<file path="config.mk">
export PLATFORM = sky130hd
export DESIGN_NAME = sorted_intercept_queue_core
export DESIGN_NICKNAME = d
export VERILOG_FILES = /design/src/sv/siq_pkg.sv /design/src/sv/sorted_intercept_queue_core.sv /design/src/sv/siq_ram.sv
export SDC_FILE = /design/constraint.sdc
export NUM_CORES = 2
export LEC_CHECK = 0
export BUFFER_PORTS_ARGS = -buffer_cell sky130_fd_sc_hd__buf_2
export CAP_MARGIN = 20
export CORE_AREA = 2 2 506 508
export CTS_CLUSTER_SIZE = 20
export DETAILED_ROUTE_END_ITERATION = 6
export DIE_AREA = 0 0 508 510
export PLACE_DENSITY_LB_ADDON = 0.3
export SLEW_MARGIN = 10
export SYNTH_ARGS = -nofsm -noshare
export SYNTH_HDL_FRONTEND = slang
export SYNTH_SLANG_ARGS = --single-unit
export TNS_END_PERCENT = 100
</file>
<file path="constraint.sdc">
create_clock -name clk_i -period 7 [get_ports clk_i]
set_input_delay 0.35 -clock clk_i [delete_from_list [all_inputs] [get_ports clk_i]]
set_output_delay 0.35 -clock clk_i [all_outputs]
set_load 0.05 [all_outputs]
</file>
<file path="src/sv/siq_pkg.sv">
// Package for the sorted intercept queue: command codes, field widths,
// fixed-point constants and the sequencer state type.
// Depends on nothing; imported by sorted_intercept_queue_core.
`timescale 1ns / 1ps

package siq_pkg;

  // Command codes carried on func_i.
  localparam logic [1:0] FUNC_CLEAR  = 2'd0;
  localparam logic [1:0] FUNC_INSERT = 2'd1;
  localparam logic [1:0] FUNC_DRAIN  = 2'd2;

  // Field widths fixed by the interface.
  localparam int unsigned FUNC_W     = 2;
  localparam int unsigned DIST_IN_W  = 18;
  localparam int unsigned DIST_W     = 17;
  localparam int unsigned OBJ_PORT_W = 16;

  // 1.0 in the 16-fraction-bit distance format.
  localparam logic [DIST_W-1:0] ONE_FIXED = 17'd65536;

  // Sequencer states, one-hot.
  typedef enum logic [3:0] {
    S_IDLE   = 4'b0001,
    S_WALK   = 4'b0010,
    S_PLACE0 = 4'b0100,
    S_DRAIN  = 4'b1000
  } siq_state_e;

endpackage

</file>
<file path="src/sv/sorted_intercept_queue_core.sv">
// Top level of the sorted intercept queue: command decode, insertion walk
// and drain sequencer. Depends on siq_pkg and siq_ram.
`timescale 1ns / 1ps

// Usage
// A command is transferred at a rising edge where start is high and busy
// is low. func_i selects clear, insert or drain; kind_i, distance_i and
// object_id_i carry the intercept for an insert.
// Clear and rejected or dropped inserts finish in the transfer cycle and
// leave busy low. An insert into an empty table also finishes there.
// Any other insert walks the table from the top, one stored entry per cycle
// through a single distance comparator and the one memory read port,
// shifting larger entries up by one. Busy stays high through the walk; an
// entry placed at entry 0 also goes through S_PLACE0 after the comparisons.
// A drain streams the stored entries in distance order, one per cycle, each
// through the memory read register and the output register; busy stays high
// while they are read. An empty drain gives one result in the next cycle.
// Each result is shown for one cycle with res_valid_o high; the receiver
// cannot stall, so the stream never pauses. last_o marks the final entry.
// Reset empties the table and clears the sticky overflow flag; the entry
// memory needs no clearing pass since only entries below the count are read.

module sorted_intercept_queue_core
  import siq_pkg::*;
#(
  parameter int unsigned CAPACITY    = 64,
  parameter int unsigned OBJECT_BITS = 16
) (
  input  logic                   clk_i,
  input  logic                   rst_ni,
  input  logic                   start,
  output logic                   busy,
  input  logic [FUNC_W-1:0]      func_i,
  input  logic                   kind_i,
  input  logic [DIST_IN_W-1:0]   distance_i,
  input  logic [OBJ_PORT_W-1:0]  object_id_i,
  output logic                   res_valid_o,
  output logic                   out_kind_o,
  output logic [DIST_W-1:0]      out_distance_o,
  output logic [OBJ_PORT_W-1:0]  out_object_o,
  output logic                   last_o,
  output logic                   empty_res_o,
  output logic                   overflowed_o
);

  localparam int unsigned AW    = $clog2(CAPACITY);
  localparam int unsigned CW    = $clog2(CAPACITY + 1);
  localparam int unsigned OBJ_W = (OBJECT_BITS < OBJ_PORT_W) ? OBJECT_BITS : OBJ_PORT_W;
  localparam int unsigned EW    = 1 + DIST_W + OBJ_W;
  localparam logic [CW-1:0] FULL_COUNT = CW'(CAPACITY);

  // Entry layout: {kind, distance, object}.
  localparam int unsigned KIND_BIT = EW - 1;
  localparam int unsigned DIST_LSB = OBJ_W;

  siq_state_e         state_q, state_d;
  logic [CW-1:0]      count_q, count_d;
  logic               ovf_q, ovf_d;
  logic [AW-1:0]      ptr_q, ptr_d;
  logic [EW-1:0]      new_q, new_d;
  logic               out_valid_q, out_valid_d;
  logic               out_last_q, out_last_d;
  logic               out_empty_q, out_empty_d;
  logic               out_ovf_q, out_ovf_d;
  logic [EW-1:0]      out_data_q, out_data_d;

  logic               ram_wr_en;
  logic [AW-1:0]      ram_wr_addr;
  logic [EW-1:0]      ram_wr_data;
  logic               ram_rd_en;
  logic [AW-1:0]      ram_rd_addr;
  logic [EW-1:0]      ram_rd_data;

  logic               transfer;
  logic               dist_ok;
  logic [EW-1:0]      in_entry;
  logic [CW-1:0]      count_m1;
  logic [AW-1:0]      top_addr;
  logic [AW-1:0]      ptr_p1;
  logic               rd_greater;
  logic               drain_at_last;

  siq_ram #(
    .DEPTH (CAPACITY),
    .WIDTH (EW)
  ) u_ram (
    .clk_i     (clk_i),
    .wr_en_i   (ram_wr_en),
    .wr_addr_i (ram_wr_addr),
    .wr_data_i (ram_wr_data),
    .rd_en_i   (ram_rd_en),
    .rd_addr_i (ram_rd_addr),
    .rd_data_o (ram_rd_data)
  );

  // Command decode and the intercept as it will be stored.
  assign transfer = start && !busy;
  assign dist_ok  = !distance_i[DIST_IN_W-1] && (distance_i[DIST_W-1:0] <= ONE_FIXED);
  assign in_entry = {kind_i, distance_i[DIST_W-1:0], object_id_i[OBJ_W-1:0]};

  // Addresses derived from the count and the walk pointer.
  assign count_m1      = count_q - CW'(1);
  assign top_addr      = count_m1[AW-1:0];
  assign ptr_p1        = ptr_q + AW'(1);
  assign drain_at_last = (CW'(ptr_q) == count_m1);

  // The walk comparator: stored entry strictly farther than the new one.
  assign rd_greater = ram_rd_data[KIND_BIT-1:DIST_LSB] > new_q[KIND_BIT-1:DIST_LSB];

  // Sequencer.
  always_comb begin
    state_d     = state_q;
    count_d     = count_q;
    ovf_d       = ovf_q;
    ptr_d       = ptr_q;
    new_d       = new_q;
    out_valid_d = 1'b0;
    out_last_d  = 1'b0;
    out_empty_d = 1'b0;
    out_ovf_d   = out_ovf_q;
    out_data_d  = out_data_q;
    ram_wr_en   = 1'b0;
    ram_wr_addr = ptr_p1;
    ram_wr_data = ram_rd_data;
    ram_rd_en   = 1'b0;
    ram_rd_addr = top_addr;

    case (state_q)
      S_IDLE: begin
        if (transfer) begin
          case (func_i)
            FUNC_CLEAR: begin
              count_d = '0;
              ovf_d   = 1'b0;
            end
            FUNC_INSERT: begin
              if (dist_ok) begin
                if (count_q == FULL_COUNT) begin
                  ovf_d = 1'b1;
                end else if (count_q == '0) begin
                  // Empty table: store at entry 0 right away.
                  ram_wr_en   = 1'b1;
                  ram_wr_addr = '0;
                  ram_wr_data = in_entry;
                  count_d     = CW'(1);
                end else begin
                  // Start the walk at the top entry.
                  new_d       = in_entry;
                  ram_rd_en   = 1'b1;
                  ram_rd_addr = top_addr;
                  ptr_d       = top_addr;
                  state_d     = S_WALK;
                end
              end
            end
            FUNC_DRAIN: begin
              if (count_q == '0) begin
                out_valid_d = 1'b1;
                out_empty_d = 1'b1;
                out_ovf_d   = 1'b0;
                out_data_d  = '0;
              end else begin
                ram_rd_en   = 1'b1;
                ram_rd_addr = '0;
                ptr_d       = '0;
                state_d     = S_DRAIN;
              end
            end
            default: begin
            end
          endcase
        end
      end

      S_WALK: begin
        // Read data holds entry ptr_q; a farther entry moves up one place.
        ram_wr_en   = 1'b1;
        ram_wr_addr = ptr_p1;
        if (rd_greater) begin
          ram_wr_data = ram_rd_data;
          if (ptr_q == '0) begin
            state_d = S_PLACE0;
          end else begin
            ram_rd_en   = 1'b1;
            ram_rd_addr = ptr_q - AW'(1);
            ptr_d       = ptr_q - AW'(1);
          end
        end else begin
          ram_wr_data = new_q;
          count_d     = count_q + CW'(1);
          state_d     = S_IDLE;
        end
      end

      S_PLACE0: begin
        // Every stored entry was farther: the new one goes to the bottom.
        ram_wr_en   = 1'b1;
        ram_wr_addr = '0;
        ram_wr_data = new_q;
        count_d     = count_q + CW'(1);
        state_d     = S_IDLE;
      end

      S_DRAIN: begin
        // Present entry ptr_q and fetch the next one.
        out_valid_d = 1'b1;
        out_last_d  = drain_at_last;
        out_ovf_d   = ovf_q;
        out_data_d  = ram_rd_data;
        if (drain_at_last) begin
          state_d = S_IDLE;
        end else begin
          ram_rd_en   = 1'b1;
          ram_rd_addr = ptr_p1;
          ptr_d       = ptr_p1;
        end
      end

      default: begin
        state_d = S_IDLE;
      end
    endcase
  end

  // Control registers.
  always_ff @(posedge clk_i or negedge rst_ni) begin
    if (!rst_ni) begin
      state_q     <= S_IDLE;
      count_q     <= '0;
      ovf_q       <= 1'b0;
      ptr_q       <= '0;
      out_valid_q <= 1'b0;
      out_last_q  <= 1'b0;
      out_empty_q <= 1'b0;
    end else begin
      state_q     <= state_d;
      count_q     <= count_d;
      ovf_q       <= ovf_d;
      ptr_q       <= ptr_d;
      out_valid_q <= out_valid_d;
      out_last_q  <= out_last_d;
      out_empty_q <= out_empty_d;
    end
  end

  // Payload registers.
  always_ff @(posedge clk_i) begin
    new_q      <= new_d;
    out_ovf_q  <= out_ovf_d;
    out_data_q <= out_data_d;
  end

  // Outputs.
  assign busy           = (state_q != S_IDLE);
  assign res_valid_o    = out_valid_q;
  assign out_kind_o     = out_data_q[KIND_BIT];
  assign out_distance_o = out_data_q[KIND_BIT-1:DIST_LSB];
  assign out_object_o   = OBJ_PORT_W'(out_data_q[OBJ_W-1:0]);
  assign last_o         = out_last_q;
  assign empty_res_o    = out_empty_q;
  assign overflowed_o   = out_ovf_q;

`ifndef SYNTHESIS
  // The count never passes the table size.
  a_count_bound: assert property (@(posedge clk_i) disable iff (!rst_ni)
    count_q <= FULL_COUNT)
    else $error("entry count exceeds capacity");

  // A walk only runs when there is room for one more entry and an entry is stored.
  a_walk_room: assert property (@(posedge clk_i) disable iff (!rst_ni)
    (state_q == S_WALK || state_q == S_PLACE0) |-> (count_q != FULL_COUNT && count_q != '0))
    else $error("insertion walk without room or without entries");

  // A drain in progress always has entries to stream.
  a_drain_nonempty: assert property (@(posedge clk_i) disable iff (!rst_ni)
    (state_q == S_DRAIN) |-> (count_q != '0))
    else $error("drain sequencer running on an empty table");

  // The empty marker never comes with a last marker.
  a_empty_not_last: assert property (@(posedge clk_i) disable iff (!rst_ni)
    (out_valid_q && out_empty_q) |-> !out_last_q)
    else $error("empty result also marked last");

  // The final drain result is followed by an idle sequencer.
  a_last_ends_drain: assert property (@(posedge clk_i) disable iff (!rst_ni)
    (state_q == S_DRAIN && drain_at_last) |=> (state_q == S_IDLE && out_last_q))
    else $error("drain did not end on its last entry");
`endif

endmodule

</file>
<file path="src/sv/siq_ram.sv">
// Entry store of the sorted intercept queue: one write port and one
// registered read port. Depends on nothing.
`timescale 1ns / 1ps

module siq_ram #(
  parameter int unsigned DEPTH = 64,
  parameter int unsigned WIDTH = 34
) (
  input  logic                     clk_i,
  input  logic                     wr_en_i,
  input  logic [$clog2(DEPTH)-1:0] wr_addr_i,
  input  logic [WIDTH-1:0]         wr_data_i,
  input  logic                     rd_en_i,
  input  logic [$clog2(DEPTH)-1:0] rd_addr_i,
  output logic [WIDTH-1:0]         rd_data_o
);

  logic [WIDTH-1:0] mem_q [DEPTH];
  logic [WIDTH-1:0] rd_data_q;

  // Write port.
  always_ff @(posedge clk_i) begin
    if (wr_en_i) begin
      mem_q[wr_addr_i] <= wr_data_i;
    end
  end

  // Registered read port.
  always_ff @(posedge clk_i) begin
    if (rd_en_i) begin
      rd_data_q <= mem_q[rd_addr_i];
    end
  end

  assign rd_data_o = rd_data_q;

endmodule

</file>
==> Implementation_results.wiki <==
{| class="wikitable"
! Metric !! Value
|-
| Status || finished with violations
|-
| Failing checks || design-rule violations
|-
| Pin count of the biggest net entering global routing || 219
|-
| Worst IR Drop VDD || 0.000914 V
|-
| Final layout net count || 5970
|-
| Flop-to-flop setup slack || 0.70 ns
|-
| Vias per std cell || 5.82
|-
| #FFs+latches synth || 2300
|-
| Final count of pins violating max slew || 0
|-
| Row Count || 185
|-
| Fill count || 22684
|-
| Leak Pwr || 34.1 nW
|-
| Slowest cell delay on critical path || 0.96 ns
|-
| Accumulated negative setup slack || 0 ns
|-
| Ports || 79
|-
| Data arrival time of the critical path || 6.89 ns
|-
| Highest attainable clock frequency || 159 MHz
|-
| Placeable Area || 0.253 sq mm
|-
| Synthesized netlist cell count || 5721
|-
| Overall Global Routing Usage || 21.2%
|-
| Total of cells resized after clock tree synthesis || 0
|-
| Kind of start point of the critical path || flip-flop
|-
| Critical-path cell list || ha_1, nand4_1, nor4_1, a22o_1, a211o_1, nand2_1, mux2i_1, o21ai_4, nor2_4, buf_4, a32oi_1, a41oi_1, nor4_1
|-
| Residual antenna-violating net count after detailed routing || 0
|-
| Syn Nets || 5785
|-
| CP Max Fanout || 34
|-
| CTS Buf Count || 223
|-
| Synth cell types || 71
|-
| Area added between synthesis and finish || 15.0%
|-
| Most frequent cells in the layout || sky130_fd_sc_hd__edfxtp_1 (2279), sky130_fd_sc_hd__nand2_1 (578), sky130_fd_sc_hd__and3_1 (553), sky130_fd_sc_hd__a211oi_1 (545), sky130_fd_sc_hd__mux2i_1 (274)
|-
| Clock tree from TritonCTS || yes
|-
| Dominant cells by area after synthesis || sky130_fd_sc_hd__edfxtp_1 (75%), sky130_fd_sc_hd__a211oi_1 (4.5%), sky130_fd_sc_hd__and3_1 (3.8%), sky130_fd_sc_hd__mux2i_1 (3.0%), sky130_fd_sc_hd__a32oi_1 (2.6%)
|-
| Clock Latency Late Sink || 0.91 ns
|-
| DP HPWL || 158 mm
|-
| CTS Root Cell || sky130_fd_sc_hd__clkbuf_16
|-
| Fraction of synthesized cell area taken by the top area cell type || 75.3%
|-
| Period utilization || 90.1%
|-
| Antenna violations before repair || 16
|-
| Reg area || 0.0690 sq mm
|-
| Height of the die || 510 um
|-
| Number of buffers inserted by port buffering || 78
|-
| Total via count in the routed design || 55041
|-
| Register area share after synthesis || 75.9%
|-
| Remaining Overflow, GRT || 0
|-
| Bufs and invs on worst path || 1
|-
| Drt total wl || 282 mm
|-
| Slew at the pin closest to its max-slew limit || 1.25 ns
|-
| Effective utilization at floorplan || 35.8%
|-
| Post-layout min period || 6.30 ns
|-
| Worst hold slack across all endpoints || 0.0955 ns
|-
| Crit path max-delay cell type || sky130_fd_sc_hd__a41oi_1
|-
| Setup repair after global routing missed its margin || false
|-
| Number of warnings reported in the yosys synthesis log || 0
|-
| Reg clk slew, reported paths || 0.07 ns
|-
| Most common cell after layout, fill and taps aside || sky130_fd_sc_hd__edfxtp_1
|-
| Final weighted congestion in routability-driven placement || 0.939
|-
| Hold Buf Count CTS || 38
|-
| DRC violation count after routing || 12
|-
| Final hold violation count || 0
|-
| Top FF cell, synth || sky130_fd_sc_hd__edfxtp_1
|-
| Mapped Area || 0.0909 sq mm
|-
| Crit. End Element || flip-flop
|-
| Most repeated library cell on the critical path || sky130_fd_sc_hd__nor4_1
|-
| Worst slew margin relative to its limit || 16.7%
|-
| Global-route wire length before repair || 397 mm
|-
| Routed length per placed instance || 29.8 um
|-
| Average size of a mapped cell || 15.9 sq um
|-
| Proportion of layout cells with a drive suffix above 1 || 13.9%
|-
| First-iteration detailed-routing DRC count || 7618
|-
| Overall die width || 508 um
|-
| First drt pass iteration count || 7
|-
| Number of max-capacitance violations reported || 0
|-
| Family with the most delay on the worst path || compound AO/OA/AOI/OAI gates
|-
| Clock Sink Count || 2300
|-
| Die Footprint || 0.259 sq mm
|-
| FFs w/ async S/R, synth || 0.913%
|-
| Library cell occupying the most area in the post-synthesis netlist || sky130_fd_sc_hd__edfxtp_1
|-
| CTS H-tree lvls || 4
|-
| Required time of the critical path || 7.59 ns
|-
| Post-synth EDFFs || 2279
|-
| Hold/Removal Path Class || in -> reg
|-
| Maximum buffer depth of the clock tree || 3
|-
| Max Clock Skew || 0.0907 ns
|-
| Multi-input logic area || 0.0205 sq mm
|-
| Number of post-CTS setup repair buffers || 0
|-
| PwrDens || 532 mW/mm^2
|-
| Total of endpoints with negative setup slack in the final report || 0
|-
| Type of the worst setup path || reg -> reg
|-
| Vias in the first global route || 52887
|}
per-layer routing:
layer,global-route usage [%],wire length [um],up-vias
li1,-,-,23491
met1,29.1,117000,28580
met2,33.7,131000,2516
met3,4.00,24500,446
met4,7.54,10100,8
met5,0,56,-
cell type report:
type	count	share of cell area [%]
Antenna cell	3	0.00718
Timing Repair Buffer	399	3.40
Inverter	64	0.230
Clock buffer	282	5.64
Tap cell	3366	4.03
Multi-Input combinational cell	2918	19.6
Sequential cell	2300	66.0
Clock inverter	122	1.14
final timing paths:
check / startpoint / endpoint / cells past startpoint
setup / recovery: u_ram.rd_data_o[32] / u_ram.rd_data_o[4] / 13
max in group asynchronous: rst_ni / ptr_q[5] / 5
min in group asynchronous: rst_ni / state_q[0] / 3
hold reg to reg: ovf_q / ovf_q / 2
setup reg to reg: u_ram.rd_data_o[32] / u_ram.rd_data_o[4] / 13
hold / removal: func_i[1] / ovf_q / 6
report_power, final:
group | switching (W) | internal, W | total [W] | leakage [nW]
Combinational | 0.0183 | 0.00756 | 0.0259 | 9.89
Clock | 0.00520 | 0.00658 | 0.0118 | 3.43
Sequential | 0.000340 | 0.0176 | 0.0179 | 20.8
Total | 0.0239 | 0.0317 | 0.0556 | 34.1
synthesized netlist by cell type, drive strengths merged, types with 35 or more instances:
cell,instances
buf,220
clkbuf,219
nand2,583
and3,553
inv,64
o22ai,71
a32oi,272
nor4,177
a222oi,35
nor2,99
and2,40
mux2i,274
a211oi,545
a41oi,69
edfxtp,2279
registers in the layout, summed over array words and instances, names as in the netlist, 4 cells and up:
signal	count
count_q	7
out_data_q	34
new_q	34
u_ram.rd_data_o	34
u_ram.mem_q	2176
ptr_q	6
state_q	4
tightest hold or removal path, delay by kind of cell:
family                     cells  cell delay [ns]
adders and majority gates      1             0.20
buffers and inverters          2             0.18
and+or+nand+nor                2             0.15
AOI/OAI and AO/OA              1             0.06
per-stage QoR:
stage                     util, %  std cells  worst slack [ns]  area, sq um  power, W
after floorplan                 -       5721              1.18        90900    0.0325
after global placement       38.1       8988             0.521        96600    0.0433
after detailed placement     38.2       8997             0.919        96800    0.0437
after CTS                    41.1       9439             0.906       104000    0.0554
after global routing         41.2       9451             0.561       105000    0.0576
final                        41.2       9454             0.696       105000    0.0556
cells by family (layout without fill, tap and decap cells):
group	after synthesis	after routing	share of synthesized area, %
and+or+nand+nor	1524	1524	8.77
adders and majority gates	24	24	0.330
buffers and inverters	503	867	2.48
other	0	3	0
AOI/OAI and AO/OA	1079	1079	9.35
DFF	2300	2300	75.9
xor gates and xnor gates	16	16	0.154
muxes	275	275	3.03
Power figures use the tool's default switching activity.
